===== src/hw/rtl/stt_pkg.sv =====
package stt_pkg;

   // Request kinds carried on req_tuser
   localparam logic REQ_SET  = 1'b0;
   localparam logic REQ_TAKE = 1'b1;

   // Fixed field widths of the stream words
   localparam int SEL_W      = 6;
   localparam int BIAS_W     = 6;
   localparam int REQ_DATA_W = 16;
   localparam int RSP_DATA_W = 8;

   typedef enum logic [2:0] {
      ST_CLEAR,
      ST_IDLE,
      ST_SET_LEAF,
      ST_SET_UP,
      ST_TAKE_ROOT,
      ST_TAKE_DOWN,
      ST_DONE
   } state_type;

endpackage


===== src/hw/rtl/signal_tree_set_and_take_core.sv =====
// Signal tree core: a counting binary tree over 2^(LEVELS-1) one-bit signal flags.
// Requests arrive as words on the req_ channel: req_tuser selects set or take,
// req_tdata carries the leaf to set and the per-level bias bits. Every request
// produces exactly one word on the rsp_ channel: rsp_tuser is the success flag and
// rsp_tdata the index of the leaf cleared by a take (zero otherwise).
// All counts, and the leaf flags as nodes with a count of zero or one, live in one
// synchronous memory with two read ports and one write port, addressed in heap
// order. A set walks up from its leaf, a take walks down from the root, one tree
// level per cycle, so one memory read-modify-write step per level sets the pace.
// A successful request walks every level, then passes through the done state into the
// output register; a set of a leaf already set and a take from an empty tree end
// after the first memory read, a set beyond the leaves goes straight to the done state.
// Requests are handled one at a time: req_tready is high only while the core idles.
// After reset the core sweeps all 2^LEVELS-1 memory entries to zero, one entry a
// cycle, and holds req_tready low meanwhile.
// A finished result waits in the output register while the receiver stalls; the
// core goes on to accept and work on the next request, and holds that one's result
// internally until the output register is free.
module signal_tree_set_and_take_core
   import stt_pkg::*;
#(
   parameter int LEVELS = 7
) (
   input  logic                  clock,
   input  logic                  reset,
   input  logic                  req_tvalid,
   output logic                  req_tready,
   input  logic [REQ_DATA_W-1:0] req_tdata,  // [5:0] leaf_select, [11:6] bias_bits, rest zero
   input  logic                  req_tuser,  // [0] req_type
   output logic                  rsp_tvalid,
   input  logic                  rsp_tready,
   output logic [RSP_DATA_W-1:0] rsp_tdata,  // [5:0] leaf_found, rest zero
   output logic                  rsp_tuser   // [0] success
);

   localparam int NODE_W = LEVELS;                  // heap index of any node
   localparam int CNT_W  = LEVELS;                  // count of up to LEAVES leaves
   localparam int LEAVES = 1 << (LEVELS - 1);
   localparam int INNER  = LEAVES - 1;
   localparam int NODES  = 2 * LEAVES - 1;

   state_type state_ff, state_in;

   logic [NODE_W-1:0] node_ff, node_in;
   logic [NODE_W-1:0] clr_ff, clr_in;
   logic [BIAS_W-1:0] bias_ff, bias_in;
   logic              res_ok_ff, res_ok_in;
   logic [SEL_W-1:0]  res_leaf_ff, res_leaf_in;

   logic              rsp_valid_ff;
   logic              rsp_ok_ff;
   logic [SEL_W-1:0]  rsp_leaf_ff;

   logic              wr_en;
   logic [NODE_W-1:0] wr_addr;
   logic [CNT_W-1:0]  wr_data;
   logic [NODE_W-1:0] rd_a_addr;
   logic [NODE_W-1:0] rd_b_addr;
   logic [CNT_W-1:0]  rd_a_data;
   logic [CNT_W-1:0]  rd_b_data;

   logic [SEL_W-1:0]  in_sel;
   logic [BIAS_W-1:0] in_bias;
   logic              in_range;
   logic [NODE_W-1:0] in_leaf_node;
   logic              req_fire;
   logic              out_free;

   logic [NODE_W-1:0] parent;
   logic [NODE_W-1:0] left;
   logic [NODE_W-1:0] right;
   logic              pick_right;
   logic [NODE_W-1:0] pick;
   logic [CNT_W-1:0]  pick_cnt;
   logic              pick_is_leaf;
   logic [NODE_W-1:0] pick_left;
   logic [NODE_W-1:0] pick_right_child;

   stt_count_ram #(
      .ADDR_W (NODE_W),
      .DATA_W (CNT_W),
      .DEPTH  (NODES)
   ) u_ram (
      .clock     (clock),
      .wr_en     (wr_en),
      .wr_addr   (wr_addr),
      .wr_data   (wr_data),
      .rd_a_addr (rd_a_addr),
      .rd_b_addr (rd_b_addr),
      .rd_a_data (rd_a_data),
      .rd_b_data (rd_b_data)
   );

   assign in_sel       = req_tdata[SEL_W-1:0];
   assign in_bias      = req_tdata[SEL_W+BIAS_W-1:SEL_W];
   // Only relevant for small trees: a leaf index beyond the last leaf is ignored.
   assign in_range     = (32'(in_sel) < 32'(LEAVES));
   assign in_leaf_node = NODE_W'(32'(INNER) + 32'(in_sel));

   assign req_tready = (state_ff == ST_IDLE);
   assign req_fire   = req_tvalid && req_tready;
   assign out_free   = !rsp_valid_ff || rsp_tready;

   // Tree navigation around the node held in node_ff.
   assign parent = NODE_W'((node_ff - NODE_W'(1)) >> 1);
   assign left   = NODE_W'({node_ff[NODE_W-2:0], 1'b1});
   assign right  = left + NODE_W'(1);

   // Take: choose the preferred child if its count is nonzero, the other otherwise.
   // The bias word is shifted one place per level, so levels without a bias bit
   // see a zero and prefer the left child.
   always_comb begin
      if (bias_ff[0]) begin
         pick_right = (rd_b_data != '0);
      end else begin
         pick_right = (rd_a_data == '0);
      end
   end
   assign pick             = pick_right ? right : left;
   assign pick_cnt         = pick_right ? rd_b_data : rd_a_data;
   assign pick_is_leaf     = (32'(pick) >= 32'(INNER));
   assign pick_left        = NODE_W'({pick[NODE_W-2:0], 1'b1});
   assign pick_right_child = pick_left + NODE_W'(1);

   always_comb begin
      state_in    = state_ff;
      node_in     = node_ff;
      clr_in      = clr_ff;
      bias_in     = bias_ff;
      res_ok_in   = res_ok_ff;
      res_leaf_in = res_leaf_ff;
      wr_en       = 1'b0;
      wr_addr     = node_ff;
      wr_data     = '0;
      rd_a_addr   = '0;
      rd_b_addr   = '0;

      case (state_ff)
         ST_CLEAR: begin
            wr_en   = 1'b1;
            wr_addr = clr_ff;
            wr_data = '0;
            clr_in  = clr_ff + NODE_W'(1);
            if (32'(clr_ff) == 32'(NODES - 1)) begin
               state_in = ST_IDLE;
            end
         end

         ST_IDLE: begin
            res_ok_in   = 1'b0;
            res_leaf_in = '0;
            bias_in     = in_bias;
            if (req_tuser == REQ_SET) begin
               rd_a_addr = in_leaf_node;
               node_in   = in_leaf_node;
            end else begin
               rd_a_addr = '0;
               node_in   = '0;
            end
            if (req_fire) begin
               if (req_tuser == REQ_TAKE) begin
                  state_in = ST_TAKE_ROOT;
               end else if (in_range) begin
                  state_in = ST_SET_LEAF;
               end else begin
                  state_in = ST_DONE;
               end
            end
         end

         ST_SET_LEAF: begin
            if (rd_a_data != '0) begin
               state_in = ST_DONE;
            end else begin
               wr_en     = 1'b1;
               wr_data   = CNT_W'(1);
               rd_a_addr = parent;
               node_in   = parent;
               state_in  = ST_SET_UP;
            end
         end

         ST_SET_UP: begin
            wr_en     = 1'b1;
            wr_data   = rd_a_data + CNT_W'(1);
            rd_a_addr = parent;
            node_in   = parent;
            if (node_ff == '0) begin
               res_ok_in = 1'b1;
               state_in  = ST_DONE;
            end
         end

         ST_TAKE_ROOT: begin
            if (rd_a_data == '0) begin
               state_in = ST_DONE;
            end else begin
               // Counts are decremented on the way down; a nonzero node always
               // has a nonzero child, so the descent ends on a set leaf.
               wr_en     = 1'b1;
               wr_data   = rd_a_data - CNT_W'(1);
               rd_a_addr = left;
               rd_b_addr = right;
               state_in  = ST_TAKE_DOWN;
            end
         end

         ST_TAKE_DOWN: begin
            rd_a_addr = pick_left;
            rd_b_addr = pick_right_child;
            node_in   = pick;
            bias_in   = bias_ff >> 1;
            if (pick_cnt == '0) begin
               state_in = ST_DONE;
            end else begin
               wr_en   = 1'b1;
               wr_addr = pick;
               wr_data = pick_cnt - CNT_W'(1);
               if (pick_is_leaf) begin
                  res_ok_in   = 1'b1;
                  res_leaf_in = SEL_W'(32'(pick) - 32'(INNER));
                  state_in    = ST_DONE;
               end
            end
         end

         ST_DONE: begin
            if (out_free) begin
               state_in = ST_IDLE;
            end
         end

         default: begin
            state_in = ST_IDLE;
         end
      endcase
   end

   always_ff @(posedge clock) begin
      if (reset) begin
         state_ff <= ST_CLEAR;
         clr_ff   <= '0;
      end else begin
         state_ff <= state_in;
         clr_ff   <= clr_in;
      end
   end

   always_ff @(posedge clock) begin
      node_ff     <= node_in;
      bias_ff     <= bias_in;
      res_ok_ff   <= res_ok_in;
      res_leaf_ff <= res_leaf_in;
   end

   // Output register: loaded from the held result when it is free or being drained.
   always_ff @(posedge clock) begin
      if (reset) begin
         rsp_valid_ff <= 1'b0;
      end else if (state_ff == ST_DONE && out_free) begin
         rsp_valid_ff <= 1'b1;
      end else if (rsp_tready) begin
         rsp_valid_ff <= 1'b0;
      end
   end

   always_ff @(posedge clock) begin
      if (state_ff == ST_DONE && out_free) begin
         rsp_ok_ff   <= res_ok_ff;
         rsp_leaf_ff <= res_leaf_ff;
      end
   end

   assign rsp_tvalid = rsp_valid_ff;
   assign rsp_tuser  = rsp_ok_ff;
   assign rsp_tdata  = {{(RSP_DATA_W - SEL_W){1'b0}}, rsp_leaf_ff};

endmodule


===== src/hw/rtl/stt_count_ram.sv =====
module stt_count_ram
   import stt_pkg::*;
#(
   parameter int ADDR_W = 7,
   parameter int DATA_W = 7,
   parameter int DEPTH  = 127
) (
   input  logic              clock,
   input  logic              wr_en,
   input  logic [ADDR_W-1:0] wr_addr,
   input  logic [DATA_W-1:0] wr_data,
   input  logic [ADDR_W-1:0] rd_a_addr,
   input  logic [ADDR_W-1:0] rd_b_addr,
   output logic [DATA_W-1:0] rd_a_data,
   output logic [DATA_W-1:0] rd_b_data
);

   // Two read ports and one write port, read data registered.
   logic [DATA_W-1:0] mem [DEPTH];

   always_ff @(posedge clock) begin
      if (wr_en) begin
         mem[wr_addr] <= wr_data;
      end
   end

   always_ff @(posedge clock) begin
      rd_a_data <= mem[rd_a_addr];
      rd_b_data <= mem[rd_b_addr];
   end

endmodule


===== config.mk =====
export PLATFORM = sky130hd
export DESIGN_NAME = signal_tree_set_and_take_core
export DESIGN_NICKNAME = d
export VERILOG_FILES = /design/src/hw/rtl/stt_pkg.sv /design/src/hw/rtl/signal_tree_set_and_take_core.sv /design/src/hw/rtl/stt_count_ram.sv
export SDC_FILE = /design/constraint.sdc
export NUM_CORES = 2
export LEC_CHECK = 0
export BUFFER_PORTS_ARGS = -buffer_cell sky130_fd_sc_hd__buf_2
export CAP_MARGIN = 5
export CELL_PAD_IN_SITES_DETAIL_PLACEMENT = 1
export CELL_PAD_IN_SITES_GLOBAL_PLACEMENT = 2
export CORE_ASPECT_RATIO = 1.75
export CORE_MARGIN = 8
export CORE_UTILIZATION = 49
export DETAILED_ROUTE_END_ITERATION = 8
export GPL_ROUTABILITY_DRIVEN = 0
export MAX_ROUTING_LAYER = met4
export PLACE_DENSITY = 0.9
export SKIP_CTS_REPAIR_TIMING = 1
export SYNTH_ARGS = -nofsm -noshare
export SYNTH_HDL_FRONTEND = slang
export SYNTH_SLANG_ARGS = --single-unit

===== constraint.sdc =====
create_clock -name clock -period 18.2 [get_ports clock]
set_clock_uncertainty 0.1 [all_clocks]
set_input_delay 2.73 -clock clock [delete_from_list [all_inputs] [get_ports clock]]
set_output_delay 2.73 -clock clock [all_outputs]
set_load 0.05 [all_outputs]

=== After elaboration in Yosys (flattened, before gate mapping) ===
Memories as Yosys holds them, arrays and structs flattened. A register that Yosys moved wholly into a read port is not among the register bits.
Cells that the tools add are included.

* Eq/ne operators: 15
* $lt $le $gt $ge: 1
* Reductions and logical operators: 19
* Multiplexer cells: 43
* Add/sub/neg operators: 9

{| class="wikitable"
|+ Operators with widths
! operator !! count
|-
| two-way mux 7 bit || 9
|-
| one-hot mux 7 bit (4 select lines) || 2
|-
| one-hot mux 7 bit (5 select lines) || 1
|-
| adder 7 x 1 -> 7 bit (second input constant) || 4
|-
| one-hot mux 7 bit (2 select lines) || 2
|-
| two-way mux 3 bit || 8
|-
| one-hot mux 6 bit (2 select lines) || 2
|-
| logical NOT 7 bit || 3
|-
| one-hot mux 3 bit (7 select lines) || 1
|-
| subtractor 7 x 1 -> 7 bit (second input constant) || 3
|-
| two-way mux 6 bit || 3
|-
| nonzero test 7 bit || 2
|-
| two-way mux 1 bit || 12
|-
| inequality test 2 bit (second input constant) || 6
|-
| equality test 3 bit (second input constant) || 3
|-
| adder 6 x 6 -> 7 bit (first input constant) || 1
|-
| equality test 7 bit (second input constant) || 1
|-
| >= comparator 7 x 6 -> 1 bit (second input constant) || 1
|-
| equality test 3 x 2 -> 1 bit (second input constant) || 2
|-
| subtractor 6 bit (second input constant) || 1
|-
| AND reduction 5 bit || 1
|-
| one-hot mux 1 bit (4 select lines) || 1
|-
| AND reduction 4 bit || 1
|-
| nonzero test 2 bit || 2
|-
| other kinds (14) || 15
|}

* RAM bits: 889
* Logic and storage cells: 97
* Flip-flop bits (word level): 38
* Memories kept: 1

{| class="wikitable"
|+ Memories
! memory !! words !! width !! read ports !! clocked after memory_dff !! write ports !! line !! source
|-
| u_ram.mem || 127 || 7 || 2 || 2 || 1 || stt_count_ram.sv:19 || <nowiki>logic [DATA_W-1:0] mem [DEPTH];</nowiki>
|}

=== Depth between registers and ports, before layout ===
* Depth after elaboration: 8
* Gate-level depth with buffers: 19
* Mapped depth without buffers: 15

=== By module ===
Synthesis repeated with hierarchy kept, for this count alone.

* Cell total of the unflattened synthesis: 2798
* Area, all modules: 45866.5 µm²

{| class="wikitable"
|+ By module, submodules not included
! module !! seq. area each (µm²) !! cells each !! area each (µm²) !! times used
|-
| stt_count_ram || 26975.9 || 2402 || 42582.1 || 1
|-
| signal_tree_set_and_take_core || 1031.0 || 396 || 3284.4 || 1
|}

=== Worst setup path after synthesis ===
No wires, ideal clock.

* Path kind: register to register
* Start: register u_ram.rd_a_data[0] (read register of u_ram.mem)
* End: memory u_ram.mem[0][3], data pin
* Period minus slack after synthesis: 8.502 ns
* Path slack: 9.698 ns
* Data required time: 16.911 ns
* Arrival time: 7.213 ns
* Path buffers: 4
* Cell stages (with the launch flop): 14
* Cells stage by stage: dfxtp_1 -> clkbuf_1 -> inv_1 -> ha_1 -> nor3b_2 -> buf_2 -> a21o_1 -> buf_2 -> nand2_1 -> nand4_1 -> clkbuf_1 -> or3_1 -> nand2_1 -> o21ai_0

* Longest elaborated chain between the ends: 6
* Elaborated cells between the ends (all ways): 10
* Classes of those cells: 3 x add/sub; 5 x mux; 2 x reduce/logical

{| class="wikitable"
|+ Ends and longest elaborated chain
! what !! line !! source
|-
| start: declaration || stt_count_ram.sv:14 || <nowiki>output logic [DATA_W-1:0] rd_a_data,</nowiki>
|-
| logical NOT 7 bit || signal_tree_set_and_take_core.sv:116, signal_tree_set_and_take_core.sv:195 ||
|-
| two-way mux 1 bit || signal_tree_set_and_take_core.sv:113 || <nowiki>if (bias_ff[0]) begin</nowiki>
|-
| two-way mux 7 bit || signal_tree_set_and_take_core.sv:120 || <nowiki>assign pick_cnt = pick_right ? rd_b_data : rd_a_data;</nowiki>
|-
| subtractor 7 x 1 -> 7 bit / logical NOT 7 bit (equally long branches) || signal_tree_set_and_take_core.sv:218, signal_tree_set_and_take_core.sv:213 ||
|-
| two-way mux 7 bit || signal_tree_set_and_take_core.sv:213 || <nowiki>if (pick_cnt == '0) begin</nowiki>
|-
| one-hot mux 7 bit (4 select lines) * || signal_tree_set_and_take_core.sv:138 || <nowiki>case (state_ff)</nowiki>
|-
| named net u_ram.wr_data[3] || stt_count_ram.sv:11 || <nowiki>input logic [DATA_W-1:0] wr_data,</nowiki>
|-
| end: declaration || stt_count_ram.sv:19 ||
|}

The timed path passes the listed nets; every way through them passes the cells marked *.

=== Final worst setup path ===
* Start: register u_ram.rd_a_data[0] (read register of u_ram.mem)
* End: register u_ram.rd_a_data[3] (read register of u_ram.mem)

* Longest elaborated chain between the ends: 4
* Elaborated cells between the ends (all ways): 7
* Classes of those cells: 5 x mux; 2 x reduce/logical

{| class="wikitable"
|+ Ends and longest elaborated chain
! what !! line !! source
|-
| logical NOT 7 bit || signal_tree_set_and_take_core.sv:116, signal_tree_set_and_take_core.sv:195 ||
|-
| two-way mux 1 bit || signal_tree_set_and_take_core.sv:113 ||
|-
| two-way mux 7 bit || signal_tree_set_and_take_core.sv:119 || <nowiki>assign pick = pick_right ? right : left;</nowiki>
|-
| one-hot mux 7 bit (5 select lines) * || signal_tree_set_and_take_core.sv:138 ||
|}

Mark *: on every way between the ends. The rest lies on a longest branch, timed or not.
A chain may end at the register's enable or synchronous reset.

==> run summary <==
* **routed vias/inst** 6.71
* **Area growth, synth to finish** 8.31%
* **post-synthesis sequential element count** 941
* **GRT Total Usage** 31.6%
* **pin count of the biggest net entering global routing** 128
* **leakage power figure** 0.0181 uW
* **final cell count without fillers** 4779
* **post-synthesis cell count** 3599
* **detailed placer's ending HPWL** 102 mm
* **minimum clock period after layout** 7580 ps
* **period utilization** 41.7%
* **number of iterations in the first detailed-routing pass** 5
* **Ports** 32
* **most used flip-flop cell after synthesis** sky130_fd_sc_hd__edfxtp_1
* **Post-Synth Simple-Gate Area** 13.0%
* **distinct cell type count of the synthesized netlist** 86
* **maximum operating frequency** 132 MHz
* **sequential element share of the synthesized area** 62.7%
* **fraction of final layout cells sized beyond drive strength 1** 7.64%
* **cell count after placement** 4625
* **total clock buffers created by CTS** 82
* **class of the tightest hold or removal check** reg -> reg
* **area of the die** 101000 um^2
* **slew at the pin closest to its max-slew limit** 1330 ps
* **required time of the critical path** 18590 ps
* **proportion of synthesized area in mux cells** 13.5%
* **number of vias after detailed routing** 32.1k
* **maximum single-stage delay on the critical path** 800 ps
* **mean area per synthesized cell** 12.4 um^2
* **root cell of the clock tree** sky130_fd_sc_hd__clkbuf_16
* **global-route congestion overflow total** 0
* **clock buffer depth** 3
* **htree depth** 3
* **residual antenna-violating net count after detailed routing** 0
* **most common cell after layout, fill and taps aside** sky130_fd_sc_hd__edfxtp_1
* **Hold Violations, Final** 0
* **effective utilization at floorplan** 49.4%
* **PortBufs** 25
* **maximum ir drop on the vdd rail** 0.0899 mV
* **critical path start-end classification** reg -> reg
* **worst slew slack as a fraction of its limit** 10.8%
* **xor and xnor area share after synthesis** 0.627%
* **share of flip-flops with an asynchronous set or reset** 0%
* **final net count** 3558
* **global-route wire length before repair** 229 mm
* **vias in the first global route** 33.3k
* **Die Width** 244 um
* **Core ar.** 90400 um^2
* **CP Max Fanout** 59
* **share of the synthesized area in compound gates (AO/OA/AOI/OAI)** 6.69%
* **Arr. time, crit path** 7980 ps
* **Finish-stage setup viols** 0
* **y dimension of the die** 415 um
* **number of synthesized flops with an enable pin** 916
* **master of the slowest instance on the critical path** sky130_fd_sc_hd__o221ai_1
* **cell row count** 146
* **unrepaired setup endpoints after global routing** no
* **adder-cell share of the synthesized area** 0.308%
* **Starting DRT DRC Count** 3198
* **average detailed-routed wire length per instance** 33.5 um
* **remaining design rule violation count** 0
* **max_cap viols** 0
* **Clock Sinks** 941
* **top library cells by usage in the layout, fill and taps aside** sky130_fd_sc_hd__edfxtp_1 (916), sky130_fd_sc_hd__nand2_1 (659), sky130_fd_sc_hd__mux2i_1 (600)
* **total of warnings raised by yosys** 0
* **initial antenna violation count** 8
* **Final TNS setup** 0 ps
* **pins over their slew limit** 0
* **crit start category** flip-flop
* **largest family of logic cells by synthesized area** multiplexers
* **status** finished, final reports clean
* **Routed Wire Length** 160 mm
* **cell-by-cell trace of the critical path** inv_1, ha_1, nor3b_2, a21oi_2, nor2_2, inv_1, ha_1, o22ai_1, a221o_4, buf_4, buf_4, a21oi_1, a221oi_1, o21ai_0, nand4_1, a211oi_1, o221ai_1
* **clock latency of the later-clocked register in the worst-skew pair** 690 ps
* **post-CTS clock slew at the launch and capture registers of the worst setup and hold paths** 70 ps
* **CTS tree** done
* **Util after Layout** 53.5%
* **kind of end point of the critical path** flip-flop
* **Cell Area, Synth** 44700 um^2
* **Power Density** 113 nW/um^2
==> final cells by class <==
cell class,count,area [um^2]
fill,9043,42000
sequential,941,28000
multi-input combinational,2359,15500
clock buffer,101,2170
tap,1184,1480
timing repair buffer,102,766
clock inverter,45,337
inverter,40,150
antenna,7,17.5
==> critical path: cells and delay by family (launching register included) <==
family	cells	cell delay (ps)
compound gates	8	2730
buf+inv	4	1870
simple gates	3	1440
fa+ha+maj	2	630
flops	1	480
==> cells in the mapped netlist (17+ instances only) <==
| library cell | n | area [um^2] |
|---|---|---|
| sky130_fd_sc_hd__buf_2 | 153 | 766 |
| sky130_fd_sc_hd__edfxtp_1 | 916 | 27500 |
| sky130_fd_sc_hd__buf_1 | 17 | 63.8 |
| sky130_fd_sc_hd__nor2_1 | 179 | 672 |
| sky130_fd_sc_hd__buf_4 | 23 | 173 |
| sky130_fd_sc_hd__dfxtp_1 | 25 | 500 |
| sky130_fd_sc_hd__a2111oi_0 | 31 | 272 |
| sky130_fd_sc_hd__a211oi_1 | 23 | 173 |
| sky130_fd_sc_hd__nand4_1 | 27 | 169 |
| sky130_fd_sc_hd__mux2i_1 | 600 | 6010 |
| sky130_fd_sc_hd__nor3_1 | 22 | 110 |
| sky130_fd_sc_hd__o22ai_1 | 21 | 131 |
| sky130_fd_sc_hd__and3_1 | 33 | 206 |
| sky130_fd_sc_hd__a311oi_1 | 48 | 420 |
| sky130_fd_sc_hd__a31oi_1 | 22 | 138 |
| sky130_fd_sc_hd__nand2_1 | 660 | 2480 |
| sky130_fd_sc_hd__o21ai_0 | 33 | 165 |
| sky130_fd_sc_hd__a221oi_1 | 26 | 228 |
| sky130_fd_sc_hd__clkbuf_1 | 63 | 236 |
| sky130_fd_sc_hd__a21oi_1 | 71 | 355 |
| sky130_fd_sc_hd__nand3_1 | 327 | 1640 |
| sky130_fd_sc_hd__inv_1 | 39 | 146 |
| sky130_fd_sc_hd__xnor2_1 | 24 | 210 |
==> power by group <==
group | internal (uW) | total (uW) | switching (uW)
clock network | 892 | 1710 | 817
registers | 2590 | 2660 | 70.8
logic | 247 | 1080 | 838
total | 3720 | 5450 | 1730
==> routing by layer <==
| metal | GRT usage [%] | part of all wire [%] | vias to the layer above |
|---|---|---|---|
| met5 | - | 0 | - |
| met4 | 26.2 | 9.8 | 0 |
| met3 | 5.64 | 7.3 | 627 |
| met2 | 51.5 | 49 | 1780 |
| met1 | 33.3 | 34 | 16300 |
| li1 | - | - | 13400 |
==> metrics by stage <==
stage	hold WS (ps)	worst slack [ps]	total power [uW]	cell area (um^2)
after floorplan	300	9700	3280	44700
after global placement	301	10170	3700	45900
after detailed placement	308	10010	3750	45900
after CTS	323	10570	5420	48400
after global routing	329	10460	5550	48400
final	321	10620	5450	48400
==> state kept, by name (all words and copies together), names as in the netlist, 3 cells and up <==
register and cells:
bias_ff 6, clr_ff 7, node_ff 7, res_leaf_ff 6, rsp_leaf_ff 6, state_ff 3, u_ram.mem 889, u_ram.rd_a_data 7
u_ram.rd_b_data 7
==> worst paths after layout <==
check,from,end,slack [ps],cells past startpoint
worst max-delay path,u_ram.rd_a_data[0]$_DFF_P_,u_ram.rd_a_data[3]$_DFF_P_,10620,17
worst min-delay path,res_leaf_ff[3]$_SDFFCE_PP0P_,rsp_leaf_ff[3]$_DFFE_PP_,320,0
worst max register to register,u_ram.rd_a_data[0]$_DFF_P_,u_ram.rd_a_data[3]$_DFF_P_,10620,17
worst min register to register,res_leaf_ff[3]$_SDFFCE_PP0P_,rsp_leaf_ff[3]$_DFFE_PP_,320,0
==> cell families (layout without fill, tap and decap cells) <==
| logic type | count (synthesis) | count (layout) |
|---|---|---|
| xor gates and xnor gates | 32 | 32 |
| buffers and inverters | 300 | 288 |
| DFF | 941 | 941 |
| adders and majority gates | 11 | 11 |
| other | 1 | 9 |
| AOI/OAI and AO/OA | 394 | 394 |
| and+or+nand+nor | 1318 | 1318 |
| muxes | 602 | 602 |
No activity file was read; power rests on OpenSTA's default activity.
